$ cat config.mk
export PLATFORM = sky130hd
export DESIGN_NAME = rgb_to_ycbcr_subsampler_unit
export DESIGN_NICKNAME = d
export VERILOG_FILES = /design/src/rtl/rycs_pkg.sv /design/src/rtl/rycs_csc.sv /design/src/rtl/rgb_to_ycbcr_subsampler_unit.sv
export SDC_FILE = /design/constraint.sdc
export NUM_CORES = 1
export LEC_CHECK = 0
export ABC_AREA = 1
export BUFFER_PORTS_ARGS = -buffer_cell sky130_fd_sc_hd__buf_2
export CAP_MARGIN = 20
export CORE_ASPECT_RATIO = 0.6
export CORE_UTILIZATION = 50
export DETAILED_ROUTE_END_ITERATION = 10
export GPL_TIMING_DRIVEN = 0
export PLACE_DENSITY = 0.66
export SLEW_MARGIN = 0
export SYNTH_ARGS = -nofsm -noshare
export SYNTH_HDL_FRONTEND = slang
export SYNTH_SLANG_ARGS = --single-unit
export TNS_END_PERCENT = 100
$ cat constraint.sdc
create_clock -name i_clk -period 17.63 [get_ports i_clk]
set_input_delay 5.289 -clock i_clk [delete_from_list [all_inputs] [get_ports i_clk]]
set_output_delay 5.289 -clock i_clk [all_outputs]
set_load 0.05 [all_outputs]
$ cat src/rtl/rycs_pkg.sv
// ----------------------------------------------------------------------------
// rycs_pkg
// Shared types, widths, weights and helpers of the RGB to YCbCr converter.
// ----------------------------------------------------------------------------
package rycs_pkg;

    localparam int COEF_FRAC_BITS = 16;
    localparam int PIX_W          = 8;
    localparam int IDX_W          = 12;
    localparam int MODE_W         = 2;
    localparam int WEIGHT_W       = COEF_FRAC_BITS + 1;
    localparam int PROD_W         = PIX_W + WEIGHT_W;
    localparam int ACC_W          = COEF_FRAC_BITS + 11;
    localparam int IN_DATA_W      = 48;
    localparam int OUT_DATA_W     = 24;
    localparam int OUT_USER_W     = 2;

    localparam logic [MODE_W-1:0] MODE_444 = 2'd0;
    localparam logic [MODE_W-1:0] MODE_422 = 2'd1;
    localparam logic [MODE_W-1:0] MODE_420 = 2'd2;

    localparam longint FIX_ONE  = longint'(1) << COEF_FRAC_BITS;
    localparam longint FIX_HALF = longint'(1) << (COEF_FRAC_BITS - 1);

    localparam longint WY_R_L = ((longint'(299000) << COEF_FRAC_BITS) + 500000) / 1000000;
    localparam longint WY_B_L = ((longint'(114000) << COEF_FRAC_BITS) + 500000) / 1000000;
    localparam longint WU_R_L = ((longint'(168736) << COEF_FRAC_BITS) + 500000) / 1000000;
    localparam longint WV_B_L = ((longint'(81312) << COEF_FRAC_BITS) + 500000) / 1000000;

    localparam logic [WEIGHT_W-1:0] WY_R = WEIGHT_W'(WY_R_L);
    localparam logic [WEIGHT_W-1:0] WY_B = WEIGHT_W'(WY_B_L);
    localparam logic [WEIGHT_W-1:0] WY_G = WEIGHT_W'(FIX_ONE - WY_R_L - WY_B_L);
    localparam logic [WEIGHT_W-1:0] WU_R = WEIGHT_W'(WU_R_L);
    localparam logic [WEIGHT_W-1:0] WU_G = WEIGHT_W'(FIX_HALF - WU_R_L);
    localparam logic [WEIGHT_W-1:0] WU_B = WEIGHT_W'(FIX_HALF);
    localparam logic [WEIGHT_W-1:0] WV_B = WEIGHT_W'(WV_B_L);
    localparam logic [WEIGHT_W-1:0] WV_G = WEIGHT_W'(FIX_HALF - WV_B_L);
    localparam logic [WEIGHT_W-1:0] WV_R = WEIGHT_W'(FIX_HALF);

    localparam logic [ACC_W-1:0] FIX_OFFSET = ACC_W'(longint'(128) << COEF_FRAC_BITS);

    typedef struct packed {
        logic en1;
        logic en2;
        logic en3;
    } t_stage_en;

    function automatic logic [PIX_W-1:0] floor_clamp(input logic [ACC_W-1:0] acc);
        logic [ACC_W-COEF_FRAC_BITS-PIX_W-2:0] high;
        logic [PIX_W-1:0]                      res;
        high = acc[ACC_W-2:COEF_FRAC_BITS+PIX_W];
        if (acc[ACC_W-1]) begin
            res = '0;
        end else if (|high) begin
            res = '1;
        end else begin
            res = acc[COEF_FRAC_BITS+PIX_W-1:COEF_FRAC_BITS];
        end
        return res;
    endfunction

endpackage

$ cat src/rtl/rycs_csc.sv
// ----------------------------------------------------------------------------
// rycs_csc
// Three-stage color math: weight products, signed sums, floor and clamp.
// ----------------------------------------------------------------------------
module rycs_csc import rycs_pkg::*; (
    input  logic             i_clk,
    input  t_stage_en        i_en,
    input  logic [PIX_W-1:0] i_blue,
    input  logic [PIX_W-1:0] i_green,
    input  logic [PIX_W-1:0] i_red,
    output logic [PIX_W-1:0] o_luma,
    output logic [PIX_W-1:0] o_chroma_blue,
    output logic [PIX_W-1:0] o_chroma_red
);

    logic [PROD_W-1:0] r_p_yr, r_p_yg, r_p_yb;
    logic [PROD_W-1:0] r_p_ur, r_p_ug, r_p_ub;
    logic [PROD_W-1:0] r_p_vr, r_p_vg, r_p_vb;
    logic [ACC_W-1:0]  r_acc_y, r_acc_u, r_acc_v;
    logic [ACC_W-1:0]  n_acc_y, n_acc_u, n_acc_v;
    logic [PIX_W-1:0]  r_luma, r_cb, r_cr;

    always_ff @(posedge i_clk) begin
        if (i_en.en1) begin
            r_p_yr <= PROD_W'(i_red)   * PROD_W'(WY_R);
            r_p_yg <= PROD_W'(i_green) * PROD_W'(WY_G);
            r_p_yb <= PROD_W'(i_blue)  * PROD_W'(WY_B);
            r_p_ur <= PROD_W'(i_red)   * PROD_W'(WU_R);
            r_p_ug <= PROD_W'(i_green) * PROD_W'(WU_G);
            r_p_ub <= PROD_W'(i_blue)  * PROD_W'(WU_B);
            r_p_vr <= PROD_W'(i_red)   * PROD_W'(WV_R);
            r_p_vg <= PROD_W'(i_green) * PROD_W'(WV_G);
            r_p_vb <= PROD_W'(i_blue)  * PROD_W'(WV_B);
        end
    end

    always_comb begin
        n_acc_y = ACC_W'(r_p_yr) + ACC_W'(r_p_yg) + ACC_W'(r_p_yb);
        n_acc_u = FIX_OFFSET + ACC_W'(r_p_ub) - ACC_W'(r_p_ur) - ACC_W'(r_p_ug);
        n_acc_v = FIX_OFFSET + ACC_W'(r_p_vr) - ACC_W'(r_p_vg) - ACC_W'(r_p_vb);
    end

    always_ff @(posedge i_clk) begin
        if (i_en.en2) begin
            r_acc_y <= n_acc_y;
            r_acc_u <= n_acc_u;
            r_acc_v <= n_acc_v;
        end
    end

    always_ff @(posedge i_clk) begin
        if (i_en.en3) begin
            r_luma <= floor_clamp(r_acc_y);
            r_cb   <= floor_clamp(r_acc_u);
            r_cr   <= floor_clamp(r_acc_v);
        end
    end

    assign o_luma        = r_luma;
    assign o_chroma_blue = r_cb;
    assign o_chroma_red  = r_cr;

endmodule

$ cat src/rtl/rgb_to_ycbcr_subsampler_unit.sv
// ----------------------------------------------------------------------------
// rgb_to_ycbcr_subsampler_unit
// Full-range BT.601 RGB to YCbCr conversion with chroma keep flags.
// ----------------------------------------------------------------------------
// Takes one pixel beat per clock and returns one YCbCr beat for it through
// a three-stage pipeline (products, sums, clamp); the output beat sits in
// the last stage register, and a stall on the output freezes only the stages
// that are full, so empty stages keep filling. Sustained rate is one beat
// per clock while the output accepts beats. The sampling mode is taken from
// the configuration channel, which is always ready; write it while no beat is
// in flight. The keep flags follow the mode and the column and row parity.
module rgb_to_ycbcr_subsampler_unit import rycs_pkg::*; (
    input  logic                  i_clk,
    input  logic                  i_rst_n,
    input  logic                  i_cfg_valid,
    output logic                  o_cfg_ready,
    input  logic [MODE_W-1:0]     i_cfg_data,
    input  logic                  i_s_axis_tvalid,
    output logic                  o_s_axis_tready,
    // blue[7:0], green[15:8], red[23:16], row_index[35:24], col_index[47:36]
    input  logic [IN_DATA_W-1:0]  i_s_axis_tdata,
    output logic                  o_m_axis_tvalid,
    input  logic                  i_m_axis_tready,
    // luma[7:0], chroma_blue[15:8], chroma_red[23:16]
    output logic [OUT_DATA_W-1:0] o_m_axis_tdata,
    // blue_kept[0], red_kept[1]
    output logic [OUT_USER_W-1:0] o_m_axis_tuser
);

    logic [MODE_W-1:0] r_mode;
    logic              r_vld1, r_vld2, r_vld3;
    logic              rdy1, rdy2, rdy3;
    t_stage_en         stage_en;
    logic [PIX_W-1:0]  blue, green, red;
    logic              row_even, col_even;
    logic              n_keep_u, n_keep_v;
    logic [1:0]        r_keep1, r_keep2, r_keep3;
    logic [PIX_W-1:0]  luma, cb, cr;

    assign blue     = i_s_axis_tdata[7:0];
    assign green    = i_s_axis_tdata[15:8];
    assign red      = i_s_axis_tdata[23:16];
    assign row_even = ~i_s_axis_tdata[24];
    assign col_even = ~i_s_axis_tdata[36];

    assign o_cfg_ready = 1'b1;

    always_ff @(posedge i_clk) begin
        if (!i_rst_n) begin
            r_mode <= MODE_444;
        end else if (i_cfg_valid) begin
            r_mode <= i_cfg_data;
        end
    end

    assign rdy3 = !r_vld3 || i_m_axis_tready;
    assign rdy2 = !r_vld2 || rdy3;
    assign rdy1 = !r_vld1 || rdy2;

    assign stage_en.en1 = rdy1;
    assign stage_en.en2 = rdy2;
    assign stage_en.en3 = rdy3;

    always_ff @(posedge i_clk) begin
        if (!i_rst_n) begin
            r_vld1 <= 1'b0;
            r_vld2 <= 1'b0;
            r_vld3 <= 1'b0;
        end else begin
            if (rdy1) begin
                r_vld1 <= i_s_axis_tvalid;
            end
            if (rdy2) begin
                r_vld2 <= r_vld1;
            end
            if (rdy3) begin
                r_vld3 <= r_vld2;
            end
        end
    end

    always_comb begin
        case (r_mode)
            MODE_422: begin
                n_keep_u = col_even;
                n_keep_v = col_even;
            end
            MODE_420: begin
                n_keep_u = col_even && row_even;
                n_keep_v = col_even && !row_even;
            end
            default: begin
                n_keep_u = 1'b1;
                n_keep_v = 1'b1;
            end
        endcase
    end

    always_ff @(posedge i_clk) begin
        if (rdy1) begin
            r_keep1 <= {n_keep_v, n_keep_u};
        end
        if (rdy2) begin
            r_keep2 <= r_keep1;
        end
        if (rdy3) begin
            r_keep3 <= r_keep2;
        end
    end

    rycs_csc u_csc (
        .i_clk         (i_clk),
        .i_en          (stage_en),
        .i_blue        (blue),
        .i_green       (green),
        .i_red         (red),
        .o_luma        (luma),
        .o_chroma_blue (cb),
        .o_chroma_red  (cr)
    );

    assign o_s_axis_tready = rdy1;
    assign o_m_axis_tvalid = r_vld3;
    assign o_m_axis_tdata  = {cr, cb, luma};
    assign o_m_axis_tuser  = r_keep3;

`ifndef NO_ASSERTIONS
    a_stall_only_when_full: assert property (@(posedge i_clk) disable iff (!i_rst_n)
        !o_s_axis_tready |-> (r_vld1 && r_vld2 && r_vld3 && !i_m_axis_tready))
        else $error("input stalled while pipeline has room");

    a_accept_fills_stage1: assert property (@(posedge i_clk) disable iff (!i_rst_n)
        (i_s_axis_tvalid && o_s_axis_tready) |=> r_vld1)
        else $error("accepted beat lost at first stage");

    a_stage1_advances: assert property (@(posedge i_clk) disable iff (!i_rst_n)
        (r_vld1 && !r_vld2) |=> r_vld2)
        else $error("first stage did not advance into empty second stage");

    a_reset_clears_output: assert property (@(posedge i_clk)
        !i_rst_n |=> !o_m_axis_tvalid)
        else $error("output valid after reset");
`endif

endmodule
# --- After elaboration in Yosys (flattened, before gate mapping) ---
# Cells that the tools add are included.
totals:
  out_inout_bits: 29
  in_bits: 55
  wordCells: 57
  register_bits: 286
op_classes:
  n_mul: 7
  mux: 5
  n_reduce_logical: 11
  bitwise_logic: 2
  n_eq_ne: 2
  addsub: 8
ops:
  columns: ["operator", "n"]
  rows:
  - ["8-bit by 15-bit multiplier with 23-bit output (second input constant)", 3]
  - ["8-bit by 13-bit multiplier with 21-bit output (second input constant)", 3]
  - ["27-bit by 23-bit subtractor with 27-bit output", 2]
  - ["24-bit by 23-bit adder with 25-bit output (first input constant)", 2]
  - ["27-bit by 21-bit adder with 27-bit output", 1]
  - ["27-bit by 21-bit subtractor with 27-bit output", 1]
  - ["27-bit by 22-bit subtractor with 27-bit output", 1]
  - ["23-bit by 24-bit adder with 25-bit output", 1]
  - ["8-bit two-way mux", 3]
  - ["8-bit by 14-bit multiplier with 22-bit output (second input constant)", 1]
  - ["2-bit OR reduction", 3]
  - ["1-bit one-hot mux with 2 select lines", 2]
  - ["1-bit zero test", 3]
  - ["1-bit logical OR", 3]
  - ["2-bit by 1-bit == test with 1-bit output (second input constant)", 1]
  - ["2-bit == test (second input constant)", 1]
  - ["1-bit logical AND", 2]
  - ["1-bit inverter", 2]

# --- Logic depth before layout (Yosys ltp) ---
depth:
  depth_word: 4
  mapped_depth: 22
  ltp_nobuf: 22

# --- Modules after synthesis ---
# A second synthesis with hierarchy kept.
unflattened:
  hier_cells: 2884
  area_unflattened_um2: 25346.8
modules_own_cells:
  columns: ["mod", "seq_area_each_um2", "n_inst", "area_each_um2", "cells_per_inst"]
  rows:
  - ["rycs_csc", 6366.1, 1, 24907.6, 2844]
  - ["rgb_to_ycbcr_subsampler_unit", 280.3, 1, 439.2, 40]

# --- Least setup slack after synthesis ---
# Ideal clock, no wire load.
synth_path:
  path_type: "input -> output"
  start: "input port i_m_axis_tready"
  end: "output port o_s_axis_tready"
  t_required_ns: 12.341
  stages: 4
  n_path_buf: 0
  arrival_time_ns: 9.742
  setup_slack_ns: 2.599
  path_cell_list: "inv_1 nand2_1 nor2_1 nand2_1"
synth_between:
  elab_chain_len: 3
synth_rtl:
  columns: ["item", "line_no", "source"]
  rows:
  - ["start, declared", "rgb_to_ycbcr_subsampler_unit.sv:23", "input logic i_m_axis_tready,"]
  - ["1-bit logical OR", "rgb_to_ycbcr_subsampler_unit.sv:56", "assign rdy3 = !r_vld3 || i_m_axis_tready;"]
  - ["net rdy3", "rgb_to_ycbcr_subsampler_unit.sv:32", "logic rdy1, rdy2, rdy3;"]
  - ["1-bit logical OR", "rgb_to_ycbcr_subsampler_unit.sv:57", "assign rdy2 = !r_vld2 || rdy3;"]
  - ["1-bit logical OR", "rgb_to_ycbcr_subsampler_unit.sv:58", "assign rdy1 = !r_vld1 || rdy2;"]
  - ["end, declared", "rgb_to_ycbcr_subsampler_unit.sv:19", "output logic o_s_axis_tready,"]
# The timed path passes the listed nets, and every way through them passes these cells.

# --- Worst setup path after layout ---
# Same ends and word-level chain as after synthesis.

==> flow_summary_export.csv <==
group,metric,value,unit
layout,syn2layout_area_growth,7.694,%
clock_network,htree_levels,1,
detailed_routing,wl_per_cell,18.51,um
global_route,overflow,0,
timing,grt_setup_unrepaired,"no",
pwr,p_leak,14.00,nW
floorplanning,core_region_area,0.04848,mm2
floorplanning,start_util,0.5139,
detailed_routing,dr_total_vias,19320,
timing,tns,0,ns
synth,synth_cells,2801,
floorplanning,die-area,0.05075,mm2
clock_network,cts_tree,"yes",
worst_setup_path,critPathArrivalTime,7.11,ns
global_route,grt_usage,0.2620,
floorplanning,dieHeight,174.9,um
detailed_routing,drtIter0Drc,1774,
job,maxCapViolCount,0,
clock_network,clkTransAtPathRegs,0.06,ns
synth,synth_top_cell_area_share,0.2628,
pwr,total_power,5.298,mW
synth,synth_area,0.02491,mm2
clock_network,cts_setup_buffers,0,
timing,fin_skew,0.01425,ns
timing,hold_violations,0,
timing,fmax,0.08063,GHz
synth,synth.distinct_cells,44,
synth,yosys.area.top_type,"edfxtp_1",
worst_setup_path,required,12.34,ns
detailed_routing,ant_nets,0,
worst_setup_path,cp_slowest_cell,"nor2_1",
place,gp_congestion,0.9611,
worst_setup_path,cpMostUsedCell,"buf_2",
synth,synth-async-reset-ratio,0,
timing,worst_slew_pin_slew,0.8848,ns
synth,synth_most_common_cell,"inv_1",
pwr,p_per_area,197.5,mW/mm2
clock_network,ctsHoldBuffers,0,
layout,finalNetCount,3570,
synth,ys_seq_elements,223,
pwr,ir_worst_vdd,128.2,uV
floorplanning,die_w,290.2,um
clock_network,cts.repair.resized,0,
hold_path,min-delay-path-class,"flip-flop to flip-flop",
synth,yosys-top-cells-area,"edfxtp_1, ha_1, fa_1, inv_1, nand2_1",
floorplanning,io_pins,84,
outcome,status,"completed",
worst_setup_path,endpoint_kind,"output port",
global_route,grt_pass1_wl,102800,um
synth,synth_commonest_cells,"inv_1, ha_1, nand2_1, a21oi_1, edfxtp_1",
clock_network,insertion_delay,0.54,ns
hold_path,holdPathStages,0,
synth,synth_edf_count,218,
detailed_routing,routed_via_density,5.444,
synth,ys.flop_type,"edfxtp_1",
synth,ys_seq_area_frac,0.2668,
layout,drive_gt1_frac,0.04642,
global_route,grt_pass1_vias,18350,
layout,n_antenna_cell,0,
timing,slew_viol_final,0,
worst_setup_path,crit_fanout,45,
timing,finalCritPeriodShare,0.7035,
synth,syn_nets,3480,
worst_setup_path,r2r_cells,17,
timing,hold_ws,0.4281,ns
timing,min_period,12.40,ns
detailed_routing,drt_wl_total,65660,um
detailed_routing,drc,0,
clock_network,cts.sinks,223,
clock_network,cts-root-buf,"clkbuf_16",
clock_network,numCtsBuffers,25,
global_route,grt_max_degree,71,
clock_network,clockBufferDepth,3,
floorplanning,rows,62,
synth,synth_warnings,0,
timing,slew_headroom,0.4093,
place,io_buffer_count,60,
synth,avgSynthCellArea,8.895,um2
worst_setup_path,crit_path_cell_trace,"buf_2, inv_1, nand2_1, nor2_1, nand2_4, buf_2",
timing,final-setup-viol-count,0,
place,hpwl,55740,um
global_route,antenna_found_initial,2,
worst_setup_path,setup.worst_path.start_class,"input pin",
detailed_routing,dr.pass1.iters,7,
worst_setup_path,path_class,"input pin to output port",
worst_setup_path,slowest_delay,0.45,ns
==> critical path, delay by kind of cell <==
family | cells | cell delay, ns
AND/OR/NAND/NOR | 3 | 1.28
buffers and inverters | 3 | 0.53
==> stage by stage <==
step / instance area (um2) / cells / setup WS, ns / util
2_1_floorplan: 24910 / 2801 / 2.599 / -
3_3_place_gp: 26020 / 3501 / 0.05739 / 0.5366
3_5_place_dp: 26110 / 3504 / 5.209 / 0.5384
4_1_cts: 26830 / 3548 / 5.206 / 0.5534
5_1_grt: 26830 / 3548 / 5.113 / 0.5534
6_report: 26830 / 3548 / 5.227 / 0.5534
==> path summary, 6_finish.rpt <==
| check | to | from | slack (ns) |
|---|---|---|---|
| max reg2reg | u_csc.r_acc_y[22]$_DFFE_PP_ | u_csc.r_p_yg[1]$_DFFE_PP_ | 13.74 |
| max | o_s_axis_tready | i_m_axis_tready | 5.23 |
| min reg2reg | r_keep2[0]$_DFFE_PP_ | r_keep1[0]$_SDFFCE_PN1P_ | 0.43 |
| min | r_keep2[0]$_DFFE_PP_ | r_keep1[0]$_SDFFCE_PN1P_ | 0.43 |
==> area by class of cell <==
class | count | area (um2)
plain buffers | 4 | 20.02
flip-flops and latches | 223 | 6646
fillers | 4378 | 21650
inverters | 576 | 2162
clock inverters | 18 | 96.34
well taps | 640 | 800.8
clock buffers | 26 | 629.4
repair buffers | 63 | 382.9
multi-input cells | 1998 | 16090
==> where the power goes <==
part	total, mW	internal [mW]	switching [mW]
logic	3.78	1.32	2.46
registers	1.03	0.952	0.0784
clock network	0.484	0.259	0.225
==> routing by layer <==
layer,up-vias,share of wire,GRT usage
met5,-,0,0
met2,663,0.36,0.3360
met3,56,0.10,0.07225
met4,0,0.0098,0.02615
met1,9122,0.53,0.4338
li1,9475,-,-
==> state kept, by name, summed over array words and instances (netlist names) <==
register	count
u_csc.r_acc_y	10
u_csc.r_acc_v	11
r_vld1	1
r_mode	2
u_csc.r_p_ug	20
u_csc.o_chroma_red	8
o_m_axis_tuser	2
u_csc.o_luma	8
u_csc.r_p_yg	23
u_csc.r_p_ur	20
u_csc.r_p_yb	20
u_csc.r_p_vg	20
u_csc.r_p_vb	21
o_m_axis_tvalid	1
u_csc.r_p_vr	5
r_vld2	1
u_csc.r_acc_u	11
r_keep2	2
u_csc.r_p_ub	4
u_csc.o_chroma_blue	8
u_csc.r_p_yr	23
r_keep1	2
==> cell families after synthesis <==
logic type / after synthesis / share of synthesized area
compound gates: 442 / 0.09939
xor+xnor: 150 / 0.05273
fa+ha+maj: 624 / 0.3625
buf+inv: 580 / 0.08759
flops: 223 / 0.2668
other cells: 2 / 0.0003014
simple gates: 780 / 0.1307
==> cell usage in the layout (no fill, tap or decap), types with 16 or more instances in the layout <==
master and n:
a21o_1 28, a21oi_1 228, a31oi_1 16, buf_2 61
clkbuf_16 25, edfxtp_1 218, fa_1 163, ha_1 461
inv_1 575, nand2_1 429, nand3_1 99, nand4_1 35
nor2_1 166, nor3_1 25, o21ai_0 102, o21bai_1 25
xnor2_1 41, xor2_1 109
Power figures use the tool's default switching activity.
